`src/sv/ftn_pkg.sv`:
```
// Shared types and constants for the flat triangle normal expander.
package ftn_pkg;

    // Default corner coordinate width (signed Q8.8)
    localparam int COORD_WIDTH_DEF = 16;
    // Widest edge component handled exactly; wider edges drop low bits
    localparam int EDGE_MAX_W = 30;

    // The largest normalized magnitude sits in [2^22, 2^23)
    localparam int NORM_TOP = 22;
    localparam int MAG_W    = 23;
    // Sum of three squared magnitudes, root, divider widths
    localparam int SUM_W    = 48;
    localparam int ROOT_W   = 24;
    localparam int ROOT_IT  = 24;
    localparam int NUM_W    = 40;
    localparam int QUO_W    = 16;
    localparam int FRAC_SH  = 15;
    localparam int OUT_W    = 16;

    localparam logic [QUO_W-1:0] NORM_ONE = 16'd16384;

    // Depth of the queue between front and back
    localparam int QUEUE_DEPTH_DEF = 2;

    typedef enum logic [1:0] {
        F_IDLE,
        F_MUL,
        F_PUSH
    } ftn_front_state_t;

    typedef enum logic [2:0] {
        B_IDLE,
        B_NORM,
        B_SQUARE,
        B_ROOT,
        B_DIVIDE,
        B_SIGN,
        B_EMIT
    } ftn_back_state_t;

    // Status from the queue to its neighbors
    typedef struct packed {
        logic full;
        logic empty;
    } ftn_queue_status_t;

endpackage

```
`src/sv/flat_triangle_normal_expander.sv`:
```
// Top level: triangle in, three vertices with a shared face normal out.
//
// Input channel: one triangle (corners A, B, C, signed Q8.8) per transaction,
// taken when push is high and full is low. Output channel: three vertex
// transactions per triangle in order A, B, C; a result is on the ports while
// empty is low and is taken when pop is high. Each carries the unit normal
// (signed Q1.14), a running 16-bit vertex number and degenerate/last flags.
// Front: edges at accept, cross product on one shared multiplier.
// A two-entry queue separates it from the back, so the front keeps taking
// triangles while the back or the receiver stalls, until the queue fills.
// Back: pick-up, normalize shift (shift by four then by one), squares,
// bit-serial square root, three parallel dividers, sign, then three vertex
// transactions. The back picks up a new triangle only after the third
// vertex of the last one is taken.
// A degenerate triangle skips the math and goes from its pick-up straight to
// its three vertex transactions.
// Reset clears the vertex number to zero and empties both sides.
// A stalled receiver holds the current vertex; no result is dropped.
module flat_triangle_normal_expander
    import ftn_pkg::*;
#(
    parameter int COORD_WIDTH = COORD_WIDTH_DEF
)
(
    input  logic                   clk,
    input  logic                   rst_n,
    input  logic                   push,
    output logic                   full,
    input  logic [COORD_WIDTH-1:0] corner_a_x,
    input  logic [COORD_WIDTH-1:0] corner_a_y,
    input  logic [COORD_WIDTH-1:0] corner_a_z,
    input  logic [COORD_WIDTH-1:0] corner_b_x,
    input  logic [COORD_WIDTH-1:0] corner_b_y,
    input  logic [COORD_WIDTH-1:0] corner_b_z,
    input  logic [COORD_WIDTH-1:0] corner_c_x,
    input  logic [COORD_WIDTH-1:0] corner_c_y,
    input  logic [COORD_WIDTH-1:0] corner_c_z,
    output logic                   empty,
    input  logic                   pop,
    output logic [OUT_W-1:0]       pos_x,
    output logic [OUT_W-1:0]       pos_y,
    output logic [OUT_W-1:0]       pos_z,
    output logic [OUT_W-1:0]       norm_x,
    output logic [OUT_W-1:0]       norm_y,
    output logic [OUT_W-1:0]       norm_z,
    output logic [OUT_W-1:0]       vertex_number,
    output logic                   degenerate,
    output logic                   last
);

    localparam int EW  = COORD_WIDTH + 1;
    localparam int EDW = (EW > EDGE_MAX_W) ? EDGE_MAX_W : EW;
    localparam int QW  = 9*COORD_WIDTH + 3 + 3*(2*EDW);

    logic [9*COORD_WIDTH-1:0] corners;
    logic                     q_push;
    logic                     q_pop;
    logic [QW-1:0]            q_wdata;
    logic [QW-1:0]            q_rdata;
    ftn_queue_status_t        q_status;

    assign corners = {corner_c_z, corner_c_y, corner_c_x,
                      corner_b_z, corner_b_y, corner_b_x,
                      corner_a_z, corner_a_y, corner_a_x};

    ftn_front #(.COORD_WIDTH(COORD_WIDTH)) u_front (
        .clk      (clk),
        .rst_n    (rst_n),
        .push     (push),
        .full     (full),
        .corners  (corners),
        .q_push   (q_push),
        .q_data   (q_wdata),
        .q_status (q_status)
    );

    ftn_fifo #(.WIDTH(QW), .DEPTH(QUEUE_DEPTH_DEF)) u_fifo (
        .clk     (clk),
        .rst_n   (rst_n),
        .wr_en   (q_push),
        .wr_data (q_wdata),
        .rd_en   (q_pop),
        .rd_data (q_rdata),
        .status  (q_status)
    );

    ftn_back #(.COORD_WIDTH(COORD_WIDTH)) u_back (
        .clk           (clk),
        .rst_n         (rst_n),
        .q_status      (q_status),
        .q_data        (q_rdata),
        .q_pop         (q_pop),
        .empty         (empty),
        .pop           (pop),
        .pos_x         (pos_x),
        .pos_y         (pos_y),
        .pos_z         (pos_z),
        .norm_x        (norm_x),
        .norm_y        (norm_y),
        .norm_z        (norm_z),
        .vertex_number (vertex_number),
        .degenerate    (degenerate),
        .last          (last)
    );

endmodule

```
`src/sv/ftn_fifo.sv`:
```
// Small flop-based queue between the front and the back.
module ftn_fifo
    import ftn_pkg::*;
#(
    parameter int WIDTH = 8,
    parameter int DEPTH = QUEUE_DEPTH_DEF
)
(
    input  logic             clk,
    input  logic             rst_n,
    input  logic             wr_en,
    input  logic [WIDTH-1:0] wr_data,
    input  logic             rd_en,
    output logic [WIDTH-1:0] rd_data,
    output ftn_queue_status_t status
);

    localparam int AW = (DEPTH > 1) ? $clog2(DEPTH) : 1;
    localparam int CW = $clog2(DEPTH + 1);

    logic [WIDTH-1:0] mem_reg [DEPTH];
    logic [AW-1:0]    wr_ptr_reg;
    logic [AW-1:0]    rd_ptr_reg;
    logic [CW-1:0]    count_reg;
    logic             do_wr;
    logic             do_rd;

    assign status.full  = (count_reg == CW'(DEPTH));
    assign status.empty = (count_reg == '0);
    assign do_wr = wr_en && !status.full;
    assign do_rd = rd_en && !status.empty;
    assign rd_data = mem_reg[rd_ptr_reg];

    // Storage
    always_ff @(posedge clk)
    begin
        if (do_wr)
        begin
            mem_reg[wr_ptr_reg] <= wr_data;
        end
    end

    // Pointers and fill count
    always_ff @(posedge clk or negedge rst_n)
    begin
        if (!rst_n)
        begin
            wr_ptr_reg <= '0;
            rd_ptr_reg <= '0;
            count_reg  <= '0;
        end
        else
        begin
            if (do_wr)
            begin
                wr_ptr_reg <= (wr_ptr_reg == AW'(DEPTH - 1)) ? '0 : wr_ptr_reg + 1'b1;
            end
            if (do_rd)
            begin
                rd_ptr_reg <= (rd_ptr_reg == AW'(DEPTH - 1)) ? '0 : rd_ptr_reg + 1'b1;
            end
            if (do_wr && !do_rd)
            begin
                count_reg <= count_reg + 1'b1;
            end
            else if (do_rd && !do_wr)
            begin
                count_reg <= count_reg - 1'b1;
            end
        end
    end

endmodule

```
`src/sv/ftn_front.sv`:
```
// Front: takes a triangle, forms edges and the cross product on one multiplier.
module ftn_front
    import ftn_pkg::*;
#(
    parameter int COORD_WIDTH = COORD_WIDTH_DEF
)
(
    input  logic                        clk,
    input  logic                        rst_n,
    input  logic                        push,
    output logic                        full,
    input  logic [9*COORD_WIDTH-1:0]    corners,
    output logic                        q_push,
    output logic [9*COORD_WIDTH+3+3*(2*((COORD_WIDTH+1 > EDGE_MAX_W) ? EDGE_MAX_W
                                         : COORD_WIDTH+1))-1:0] q_data,
    input  ftn_queue_status_t           q_status
);

    localparam int CW  = COORD_WIDTH;
    localparam int EW  = CW + 1;
    localparam int PRE = (EW > EDGE_MAX_W) ? (EW - EDGE_MAX_W) : 0;
    localparam int EDW = EW - PRE;
    localparam int PW  = 2 * EDW;
    localparam int MW  = 2 * EDW;

    ftn_front_state_t state_reg, state_next;

    logic [9*CW-1:0]        corners_reg;
    logic signed [EDW-1:0]  e1_reg [3];
    logic signed [EDW-1:0]  e2_reg [3];
    logic signed [EDW-1:0]  e1_new [3];
    logic signed [EDW-1:0]  e2_new [3];
    logic [2:0]             step_reg;
    logic signed [PW-1:0]   prod_reg;
    logic signed [PW-1:0]   acc_reg;
    logic signed [PW:0]     diff;
    logic [MW-1:0]          mag_reg [3];
    logic [2:0]             neg_reg;
    logic signed [EDW-1:0]  op_a;
    logic signed [EDW-1:0]  op_b;
    logic                   accept;

    assign accept = push && !full;

    // Edge components from the incoming corners
    always_comb
    begin
        logic signed [CW:0] da;
        logic signed [CW:0] db;
        logic signed [CW:0] dc;
        for (int i = 0; i < 3; i++)
        begin
            da = $signed({corners[i*CW + CW-1], corners[i*CW +: CW]});
            db = $signed({corners[(3+i)*CW + CW-1], corners[(3+i)*CW +: CW]});
            dc = $signed({corners[(6+i)*CW + CW-1], corners[(6+i)*CW +: CW]});
            e1_new[i] = EDW'((db - da) >>> PRE);
            e2_new[i] = EDW'((dc - da) >>> PRE);
        end
    end

    // Operand select for the shared multiplier
    always_comb
    begin
        case (step_reg)
            3'd0:    begin op_a = e1_reg[1]; op_b = e2_reg[2]; end
            3'd1:    begin op_a = e1_reg[2]; op_b = e2_reg[1]; end
            3'd2:    begin op_a = e1_reg[2]; op_b = e2_reg[0]; end
            3'd3:    begin op_a = e1_reg[0]; op_b = e2_reg[2]; end
            3'd4:    begin op_a = e1_reg[0]; op_b = e2_reg[1]; end
            3'd5:    begin op_a = e1_reg[1]; op_b = e2_reg[0]; end
            default: begin op_a = '0;        op_b = '0;        end
        endcase
    end

    assign diff = (PW+1)'(acc_reg) - (PW+1)'(prod_reg);

    // Next state
    always_comb
    begin
        state_next = state_reg;
        case (state_reg)
            F_IDLE:  if (accept) state_next = F_MUL;
            F_MUL:   if (step_reg == 3'd6) state_next = F_PUSH;
            F_PUSH:  if (!q_status.full) state_next = F_IDLE;
            default: state_next = F_IDLE;
        endcase
    end

    // Outputs
    always_comb
    begin
        full   = (state_reg != F_IDLE);
        q_push = (state_reg == F_PUSH) && !q_status.full;
        q_data = {corners_reg, neg_reg, mag_reg[2], mag_reg[1], mag_reg[0]};
    end

    // Control registers
    always_ff @(posedge clk or negedge rst_n)
    begin
        if (!rst_n)
        begin
            state_reg <= F_IDLE;
            step_reg  <= '0;
        end
        else
        begin
            state_reg <= state_next;
            if (state_reg == F_MUL)
            begin
                step_reg <= step_reg + 1'b1;
            end
            else
            begin
                step_reg <= '0;
            end
        end
    end

    // Datapath: products, accumulate and split into sign and magnitude
    always_ff @(posedge clk)
    begin
        if (accept)
        begin
            corners_reg <= corners;
            e1_reg <= e1_new;
            e2_reg <= e2_new;
        end
        if (state_reg == F_MUL)
        begin
            prod_reg <= PW'(op_a * op_b);
            if (step_reg != 3'd0)
            begin
                if (step_reg[0])
                begin
                    acc_reg <= prod_reg;
                end
                else
                begin
                    neg_reg[step_reg[2:1] - 2'd1] <= diff[PW];
                    mag_reg[step_reg[2:1] - 2'd1] <= diff[PW] ? MW'(-diff) : MW'(diff);
                end
            end
        end
    end

endmodule

```
`src/sv/ftn_back.sv`:
```
// Back: scales the cross product to a unit normal and emits three vertices.
module ftn_back
    import ftn_pkg::*;
#(
    parameter int COORD_WIDTH = COORD_WIDTH_DEF
)
(
    input  logic                 clk,
    input  logic                 rst_n,
    input  ftn_queue_status_t    q_status,
    input  logic [9*COORD_WIDTH+3+3*(2*((COORD_WIDTH+1 > EDGE_MAX_W) ? EDGE_MAX_W
                                         : COORD_WIDTH+1))-1:0] q_data,
    output logic                 q_pop,
    output logic                 empty,
    input  logic                 pop,
    output logic [OUT_W-1:0]     pos_x,
    output logic [OUT_W-1:0]     pos_y,
    output logic [OUT_W-1:0]     pos_z,
    output logic [OUT_W-1:0]     norm_x,
    output logic [OUT_W-1:0]     norm_y,
    output logic [OUT_W-1:0]     norm_z,
    output logic [OUT_W-1:0]     vertex_number,
    output logic                 degenerate,
    output logic                 last
);

    localparam int CW  = COORD_WIDTH;
    localparam int EW  = CW + 1;
    localparam int PRE = (EW > EDGE_MAX_W) ? (EW - EDGE_MAX_W) : 0;
    localparam int EDW = EW - PRE;
    localparam int MW  = 2 * EDW;
    localparam int NW  = (MW > MAG_W) ? MW : MAG_W;
    localparam int RW  = SUM_W + 1;

    ftn_back_state_t state_reg, state_next;

    logic [9*CW-1:0]    corners_reg;
    logic [2:0]         neg_reg;
    logic               degen_reg;
    logic [NW-1:0]      mag_reg [3];
    logic [NW-1:0]      mag_or;
    logic               norm_done;
    logic [SUM_W-1:0]   s_reg;
    logic [RW-1:0]      r_reg;
    logic [SUM_W-1:0]   bit_reg;
    logic [RW-1:0]      r_try;
    logic [NUM_W-1:0]   num_reg [3];
    logic [NUM_W-1:0]   dsh_reg;
    logic [QUO_W-1:0]   q_reg [3];
    logic [OUT_W-1:0]   nrm_reg [3];
    logic [4:0]         cnt_reg;
    logic [1:0]         k_reg;
    logic [OUT_W-1:0]   vcount_reg;
    logic [2*MAG_W-1:0] square;
    logic               emit_take;

    assign mag_or    = mag_reg[0] | mag_reg[1] | mag_reg[2];
    assign norm_done = ((mag_or >> NORM_TOP) == NW'(1));
    assign r_try     = r_reg + RW'(bit_reg);
    assign square    = mag_reg[cnt_reg[1:0]][MAG_W-1:0] * mag_reg[cnt_reg[1:0]][MAG_W-1:0];
    assign emit_take = (state_reg == B_EMIT) && pop;

    // Next state
    always_comb
    begin
        state_next = state_reg;
        case (state_reg)
            B_IDLE:
                if (!q_status.empty)
                begin
                    state_next = (q_data[3*MW +: 3] == 3'b000 &&
                                  q_data[3*MW-1:0] == '0) ? B_EMIT : B_NORM;
                end
            B_NORM:   if (norm_done) state_next = B_SQUARE;
            B_SQUARE: if (cnt_reg == 5'd2) state_next = B_ROOT;
            B_ROOT:   if (cnt_reg == 5'(ROOT_IT - 1)) state_next = B_DIVIDE;
            B_DIVIDE: if (cnt_reg == 5'(QUO_W - 1)) state_next = B_SIGN;
            B_SIGN:   state_next = B_EMIT;
            B_EMIT:   if (pop && k_reg == 2'd2) state_next = B_IDLE;
            default:  state_next = B_IDLE;
        endcase
    end

    // Outputs
    always_comb
    begin
        q_pop         = (state_reg == B_IDLE) && !q_status.empty;
        empty         = (state_reg != B_EMIT);
        pos_x         = OUT_W'(corners_reg[(3*k_reg)*CW +: CW]);
        pos_y         = OUT_W'(corners_reg[(3*k_reg+1)*CW +: CW]);
        pos_z         = OUT_W'(corners_reg[(3*k_reg+2)*CW +: CW]);
        norm_x        = nrm_reg[0];
        norm_y        = nrm_reg[1];
        norm_z        = nrm_reg[2];
        vertex_number = vcount_reg;
        degenerate    = degen_reg;
        last          = (k_reg == 2'd2);
    end

    // Control registers
    always_ff @(posedge clk or negedge rst_n)
    begin
        if (!rst_n)
        begin
            state_reg  <= B_IDLE;
            cnt_reg    <= '0;
            k_reg      <= '0;
            vcount_reg <= '0;
        end
        else
        begin
            state_reg <= state_next;
            if (state_next != state_reg)
            begin
                cnt_reg <= '0;
            end
            else
            begin
                cnt_reg <= cnt_reg + 1'b1;
            end
            if (emit_take)
            begin
                vcount_reg <= vcount_reg + 1'b1;
                k_reg      <= (k_reg == 2'd2) ? 2'd0 : k_reg + 1'b1;
            end
        end
    end

    // Datapath
    always_ff @(posedge clk)
    begin
        case (state_reg)
            B_IDLE:
                if (!q_status.empty)
                begin
                    corners_reg <= q_data[3*MW+3 +: 9*CW];
                    neg_reg     <= q_data[3*MW +: 3];
                    degen_reg   <= (q_data[3*MW-1:0] == '0);
                    for (int i = 0; i < 3; i++)
                    begin
                        mag_reg[i] <= NW'(q_data[i*MW +: MW]);
                        nrm_reg[i] <= '0;
                    end
                    s_reg <= '0;
                end
            B_NORM:
                for (int i = 0; i < 3; i++)
                begin
                    // Coarse then fine shifts toward the target bit
                    if ((mag_or >> (NORM_TOP + 5)) != '0)
                        mag_reg[i] <= mag_reg[i] >> 4;
                    else if ((mag_or >> (NORM_TOP + 1)) != '0)
                        mag_reg[i] <= mag_reg[i] >> 1;
                    else if ((mag_or >> (NORM_TOP - 3)) == '0)
                        mag_reg[i] <= mag_reg[i] << 4;
                    else if ((mag_or >> NORM_TOP) == '0)
                        mag_reg[i] <= mag_reg[i] << 1;
                end
            B_SQUARE:
            begin
                s_reg <= s_reg + SUM_W'(square);
                if (cnt_reg == 5'd2)
                begin
                    r_reg   <= '0;
                    bit_reg <= SUM_W'(1) << (SUM_W - 2);
                end
            end
            B_ROOT:
            begin
                // One result bit per cycle
                if (RW'(s_reg) >= r_try)
                begin
                    s_reg <= s_reg - SUM_W'(r_try);
                    r_reg <= (r_reg >> 1) + RW'(bit_reg);
                end
                else
                begin
                    r_reg <= r_reg >> 1;
                end
                bit_reg <= bit_reg >> 2;
            end
            B_DIVIDE:
            begin
                if (cnt_reg == 5'd0)
                begin
                    // Dividend with the rounding term folded in; divisor is twice the root,
                    // lined up with quotient bit 14 (the quotient never exceeds 16384)
                    for (int i = 0; i < 3; i++)
                    begin
                        num_reg[i] <= (NUM_W'(mag_reg[i][MAG_W-1:0]) << FRAC_SH)
                                      + NUM_W'(r_reg[ROOT_W-1:0]);
                        q_reg[i]   <= '0;
                    end
                    dsh_reg <= NUM_W'(r_reg[ROOT_W-1:0]) << (QUO_W - 1);
                end
                else
                begin
                    for (int i = 0; i < 3; i++)
                    begin
                        if (num_reg[i] >= dsh_reg)
                        begin
                            num_reg[i] <= num_reg[i] - dsh_reg;
                            q_reg[i]   <= {q_reg[i][QUO_W-2:0], 1'b1};
                        end
                        else
                        begin
                            q_reg[i]   <= {q_reg[i][QUO_W-2:0], 1'b0};
                        end
                    end
                    dsh_reg <= dsh_reg >> 1;
                end
            end
            B_SIGN:
                for (int i = 0; i < 3; i++)
                begin
                    logic [QUO_W-1:0] qc;
                    qc = (q_reg[i] > NORM_ONE) ? NORM_ONE : q_reg[i];
                    nrm_reg[i] <= neg_reg[i] ? OUT_W'(-qc) : OUT_W'(qc);
                end
            default:
            begin
            end
        endcase
    end

    // A degenerate triangle always carries a zero normal
    assert property (@(posedge clk) disable iff (!rst_n)
        (!empty && degenerate) |-> (norm_x == '0 && norm_y == '0 && norm_z == '0))
        else $error("degenerate vertex with nonzero normal");

    // Normal components never exceed one in magnitude
    assert property (@(posedge clk) disable iff (!rst_n)
        !empty |-> ($signed(norm_x) <= 16384 && $signed(norm_x) >= -16384 &&
                    $signed(norm_y) <= 16384 && $signed(norm_y) >= -16384 &&
                    $signed(norm_z) <= 16384 && $signed(norm_z) >= -16384))
        else $error("normal component out of range");

    // Taking the third vertex ends the triangle
    assert property (@(posedge clk) disable iff (!rst_n)
        (pop && !empty && last) |=> empty)
        else $error("results continue after last vertex");

endmodule

```
`config.mk`:
```
export PLATFORM = sky130hd
export DESIGN_NAME = flat_triangle_normal_expander
export DESIGN_NICKNAME = d
export VERILOG_FILES = /design/src/sv/ftn_pkg.sv /design/src/sv/flat_triangle_normal_expander.sv /design/src/sv/ftn_fifo.sv /design/src/sv/ftn_front.sv /design/src/sv/ftn_back.sv
export SDC_FILE = /design/constraint.sdc
export NUM_CORES = 2
export LEC_CHECK = 0
export BUFFER_PORTS_ARGS = -buffer_cell sky130_fd_sc_hd__buf_2
export CORE_MARGIN = 2
export CORE_UTILIZATION = 27
export DETAILED_ROUTE_END_ITERATION = 8
export SETUP_SLACK_MARGIN = 0.02
export SLEW_MARGIN = 10
export SYNTH_ARGS = -nofsm -noshare
export SYNTH_HDL_FRONTEND = slang
export SYNTH_SLANG_ARGS = --single-unit
export TNS_END_PERCENT = 50
```
`constraint.sdc`:
```
create_clock -name clk -period 17.5 [get_ports clk]
set_input_delay 0.875 -clock clk [delete_from_list [all_inputs] [get_ports clk]]
set_output_delay 0.875 -clock clk [all_outputs]
set_load 0.05 [all_outputs]
```
After elaboration in Yosys (flattened, before gate mapping) --
Memories as Yosys holds them, arrays and structs flattened. Index checks and enable logic that the tools add are counted.
Word-level totals: bits in writable memories 918, bits in registers 685, memories kept 6, input bits 148, output and inout bits 116
Operators by class: order comparisons 9, add/sub/neg operators 32, mux-type cells 120, multipliers 3, shift-type cells 3, eq/ne operators 28, bitwise operators 28, reduce and logical (&&, ||, !) cells 44
Memories:
- u_fifo.mem_reg | words 2, width 249, read ports 1, clocked after memory_dff 0, wr ports 1, line ftn_fifo.sv:21 | logic [WIDTH-1:0] mem_reg [DEPTH];
- u_back.num_reg | words 3, width 40, read ports 3, clocked after memory_dff 0, wr ports 3, line ftn_back.sv:47 | logic [NUM_W-1:0] num_reg [3];
- u_back.mag_reg | words 3, width 34, read ports 4, clocked after memory_dff 0, wr ports 3, line ftn_back.sv:40 | logic [NW-1:0] mag_reg [3];
- u_front.mag_reg | words 3, width 34, read ports 3, clocked after memory_dff 0, wr ports 1, line ftn_front.sv:37 | logic [MW-1:0] mag_reg [3];
- u_back.nrm_reg | words 3, width 16, read ports 3, clocked after memory_dff 0, wr ports 3, line ftn_back.sv:50 | logic [OUT_W-1:0] nrm_reg [3];
- u_back.q_reg | words 3, width 16, read ports 3, clocked after memory_dff 0, wr ports 3, line ftn_back.sv:49 | logic [QUO_W-1:0] q_reg [3];
Operators with widths (number):
- $mux 34 | 13
- $shiftx 144x33->16 | 2
- $mux 16 | 15
- $mux 48 | 3
- $pmux 48 s3 | 1
- $shiftx 144x9->16 | 1
- $ge 40x40->1 | 3
- $mux 40 | 3
- $sub 40x40->40 | 3
- $add 38x24->39 | 3
- $logic_not 102->1 | 1
- $pmux 17 s3 | 2
- $sub 16x16->17 | 6
- $mux 49 | 2
- $pmux 49 s2 | 1
- $pmux 48 s2 | 1
- $logic_not 34->1 | 2
- $or 34x34->34 | 2
- $reduce_bool 34->1 | 2
- $mux 1 | 59
- $add 48x48->49 | 1
- $add 49x48->49 | 1
- $ge 48x49->1 | 1
- $add 48x46->48 | 1
- other kinds (51) | 138

Depth between registers and ports, before layout --
An unclocked memory read counts as a cell.
depth after elaboration 11, depth in mapped cells 34

Cells and area by module --
Synthesis repeated with hierarchy kept, for this count alone.
Second synthesis, totals: cells, all modules 9687, area, all modules 108512.8 µm²
Modules (own cells, without submodules):
- ftn_back | area each 58449.8 µm², times used 1, cells an instance 6077
- ftn_front | area each 31066.0 µm², times used 1, cells an instance 2816
- ftn_fifo | area each 18997.0 µm², times used 1, cells an instance 794

Worst setup path before layout --
No wires, ideal clock.
path kind reg2reg, from reg u_front.state_reg[0], to reg u_front.corners_reg[0], enable pin, buffers on the path 0, clock period less this slack 11.937 ns, setup slack 5.563 ns, arrival time 11.077 ns, cell stages (with the launch flop) 3, library setup time 0.860 ns, data required time 16.640 ns, cells stage by stage dfrtp_1 > or2_2 > nor2_1
On the way: word-level cells in the longest chain between the ends 3
Ends and longest elaborated chain:
- from (decl) | line ftn_front.sv:26 | ftn_front_state_t state_reg, state_next;
- from (signal assigned) | line ftn_front.sv:107 | state_reg <= state_next;
- $reduce_bool 2->1 | line ftn_front.sv:92 | full = (state_reg != F_IDLE);
- named net full | line flat_triangle_normal_expander.sv:28 | output logic full,
- $logic_not 1->1 | line ftn_front.sv:43 | assign accept = push && !full;
- $logic_and 1x1->1 | line ftn_front.sv:43
- named net u_front.accept | line ftn_front.sv:41 | logic accept;
- to (signal assigned) | line ftn_front.sv:124 | corners_reg <= corners;
- to (decl) | line ftn_front.sv:28 | logic [9*CW-1:0] corners_reg;
The timed path passes the listed nets, and every way through them passes these cells. A chain may end at the register's enable or synchronous reset.

Worst setup path in the final report --
from reg u_back.cnt_reg[0], to reg u_back.s_reg[44] (data pin)
On the way: word-level cells in the longest chain between the ends 4
Ends and longest elaborated chain:
- from (decl) | line ftn_back.sv:51 | logic [4:0] cnt_reg;
- from (signal assigned) | line ftn_back.sv:119 | cnt_reg <= cnt_reg + 1'b1;
- $mem_v2 3x34
- $mul 23x23->46 | line ftn_back.sv:60 | assign square = mag_reg[cnt_reg[1:0]][MAG_W-1:0] * mag_reg[cnt_reg[1:0]][MAG_W-1:0];
- $add 48x46->48 | line ftn_back.sv:161 | s_reg <= s_reg + SUM_W'(square);
- $pmux 48 s3 | line ftn_back.sv:132 | case (state_reg)
- to (signal assigned) | line ftn_back.sv:161
- to (signal assigned) | line ftn_back.sv:173 | s_reg <= s_reg - SUM_W'(r_try);
- to (decl) | line ftn_back.sv:43 | logic [SUM_W-1:0] s_reg;
No other way between the ends.

==> run_results.csv <==
group,metric,value,unit
sta,finalHoldViolCount,0,
placed_design,dp_hpwl,230,mm
drt,num_vias,73000,
global_route,grt_pass1_vias,72700,
die,fp.dieW,632,um
synth,ys_ff_latch,1578,
clock_tree,postCtsHoldBufs,0,
die,start_util,27.1,%
clock_tree,clockBufferDepth,4,
sta,relSlewSlack,19.6,%
layout,nFillCells,39900,
die,die_h,632,um
die,io_pins,264,
layout,mostFrequentLayoutCells,"1542 x edfxtp_1, 1108 x inv_1, 958 x nand2_1",
placed_design,globalplace.congestion,0.912,
clock_tree,cts_setup_buffers,0,
synth,ys_warn_count,0,
synth,synth_flop_cell,"edfxtp_1",
synth,synth_edf_count,1542,
clock_tree,cts_made_buffers,174,
critical_path,crit_fanout,27,
critical_path,critPathArrivalTime,10.63,ns
sta,clock.fmax,99.7,MHz
drt,wl_per_cell,20.1,um
layout,largest_reg_flops,498,
sta,layout_setup_ws,7.47,ns
drt,drt_wl_total,303,mm
critical_path,cp-end-kind,"flip-flop",
die,dieArea,399000,um2
layout,fin_nets,11200,
synth,syn-cell-area,106000,um2
sta,finClkSkew,0.102,ns
synth,ys_types,112,
sta,report.final.slew_viol_count,0,
sta,fin_crit_sh,57.3,%
global_route,grt.total_usage,14.9,%
global_route,grt_pass1_wl,456,mm
layout,layout-drive-gt1-share,9.57,%
layout,final_common_cell,"edfxtp_1",
job,maxCapViolCount,0,
critical_path,required,18.09,ns
clock_tree,cts.sinks,1578,
synth,syn_nets,11000,
global_route,antenna_found_initial,59,
critical_path,crit_end,"u_back.s_reg[44]",
critical_path,regToRegEndpoint,"u_back.s_reg[44]",
layout,fin_util,30.5,%
drt,ant_nets,0,
drt,drc_errors,0,
critical_path,r2r_slack,7.47,ns
drt,viasPerCell,4.85,
placed_design,place_ws,7.69,ns
sta,finalSetupViolCount,0,
layout,seqCellArea,47200,um2
placed_design,dp_cells,14700,
clock_tree,cts_tree,"built",
synth,synth-seq-area-share,44.4,%
synth,synth_area_per_cell,11.2,um2
sta,tns,0,ns
clock_tree,clk_latency,0.92,ns
layout,final_cell_count_no_fill,15000,
global_route,overflow,0,
outcome,status,"complete, no violations",
critical_path,ff2ff_path_depth,27,
sta,layout_min_cycle_time,10.03,ns
synth,synthArstFlopShare,2.22,%
layout,multi_input_area,53800,um2
clock_tree,cts_resized,0,
die,core-area,392000,um2
clock_tree,clk_pin_slew,0.06,ns
critical_path,path_class,"reg2reg",
die,rows,230,
worst_hold_path,hold_path_class,"in2async",
clock_tree,htree_num_levels,4,
global_route,grt_max_degree,139,
synth,netlist_instances,9477,
placed_design,io_buffers,263,
layout,syn_to_final_growth,12.4,%
clock_tree,cts-root-buf,"clkbuf_16",
critical_path,start_kind,"flip-flop",
sta,worst_pin_slew,1.21,ns
critical_path,r2r-start,"u_back.cnt_reg[0]",
sta,rsz0062_at_grt,"false",
critical_path,critPathLaunch,"u_back.cnt_reg[0]",
drt,firstDrtPassIters,7,
drt,drt_iter0_drc,6418,
==> cell families (layout without fill, tap and decap cells) <==
kind of cell,after synthesis,in the layout,share of synthesized area (%)
flip-flops,1578,1578,44.4
multiplexers,376,376,3.76
other,0,15,0
AO/OA/AOI/OAI,1721,1721,10.5
adder cells (fa/ha/maj),1383,1383,21.5
XOR/XNOR,510,510,4.21
AND/OR/NAND/NOR,2442,2442,10.4
buffers and inverters,1467,1794,5.22
==> critical path: stages (launching register included) <==
cell and delay (ns):
dfrtp_1 0.32, buf_4 0.40, mux2i_1 0.24, o21a_1 0.77
inv_1 0.61, nand2_1 0.27, inv_1 0.08, fa_1 0.52
inv_1 0.06, fa_1 0.51, fa_1 0.46, fa_1 0.53
fa_1 0.46, fa_1 0.43, fa_1 0.53, inv_1 0.04
ha_1 0.34, a211oi_1 0.26, o211ai_1 0.14, a221oi_1 0.33
a2bb2oi_1 0.36, a21oi_1 0.16, o41a_1 0.39, a41o_1 0.28
a311oi_1 0.44, o21ai_0 0.22, or2_2 0.31, a31o_2 0.24
==> routing by layer <==
layer  part of all wire [%]  track usage (%)  vias up
met5                   0.17                0        -
met4                    3.1             4.38       76
met3                    7.7             2.99      521
met2                     46             24.0     2475
met1                     43             20.1    36300
li1                       -                -    33600
==> area by class of cell <==
class,instances,share of cell area [%]
diodes,15,0.0314
clock buffers,198,3.74
clock inverters,115,1.01
inverters,1116,3.51
multi-input cells,6432,45.0
flip-flops and latches,1578,39.5
well taps,5220,5.46
repair buffers,365,1.75
==> cell usage after synthesis (186+ instances only) <==
cell      instances  area share (%)
o21ai_0         437             2.1
nand2_1         960             3.4
mux2_2          190             2.0
xor2_1          214             1.8
mux2i_1         186             1.8
fa_1            746              14
a21o_1          190             1.3
clkbuf_1        294             1.0
a21oi_1         373             1.8
ha_1            637             7.5
xnor2_1         295             2.4
edfxtp_1       1542              44
inv_1          1110             3.9
nor2_1          697             2.5
==> metrics by stage <==
step,hold WS [ns],cell area [um2]
after floorplan,0.421,106000
after global placement,0.422,114000
after detailed placement,0.429,114000
after CTS,0.0758,119000
after global routing,0.124,120000
final,0.105,120000
==> how the worst min path moves through the flow <==
stage | slack, ns | from | end | cells after the start
floorplan | 0.42 | u_front.mag_reg[0][0] | u_fifo.mem_reg[0][0] | 0
global placement | 0.42 | u_front.corners_reg[114] | u_fifo.mem_reg[0][219] | 0
detailed placement | 0.43 | u_front.mag_reg[2][25] | u_fifo.mem_reg[0][93] | 0
CTS | 0.08 | rst_n | u_back.vertex_number[10] | 2
global route | 0.12 | rst_n | u_back.vertex_number[10] | 2
finish | 0.10 | rst_n | u_back.vertex_number[10] | 2
Power is left out: the tool's default activity adds up to more than one toggle a clock period on the data nets, which glitch-free logic cannot reach.
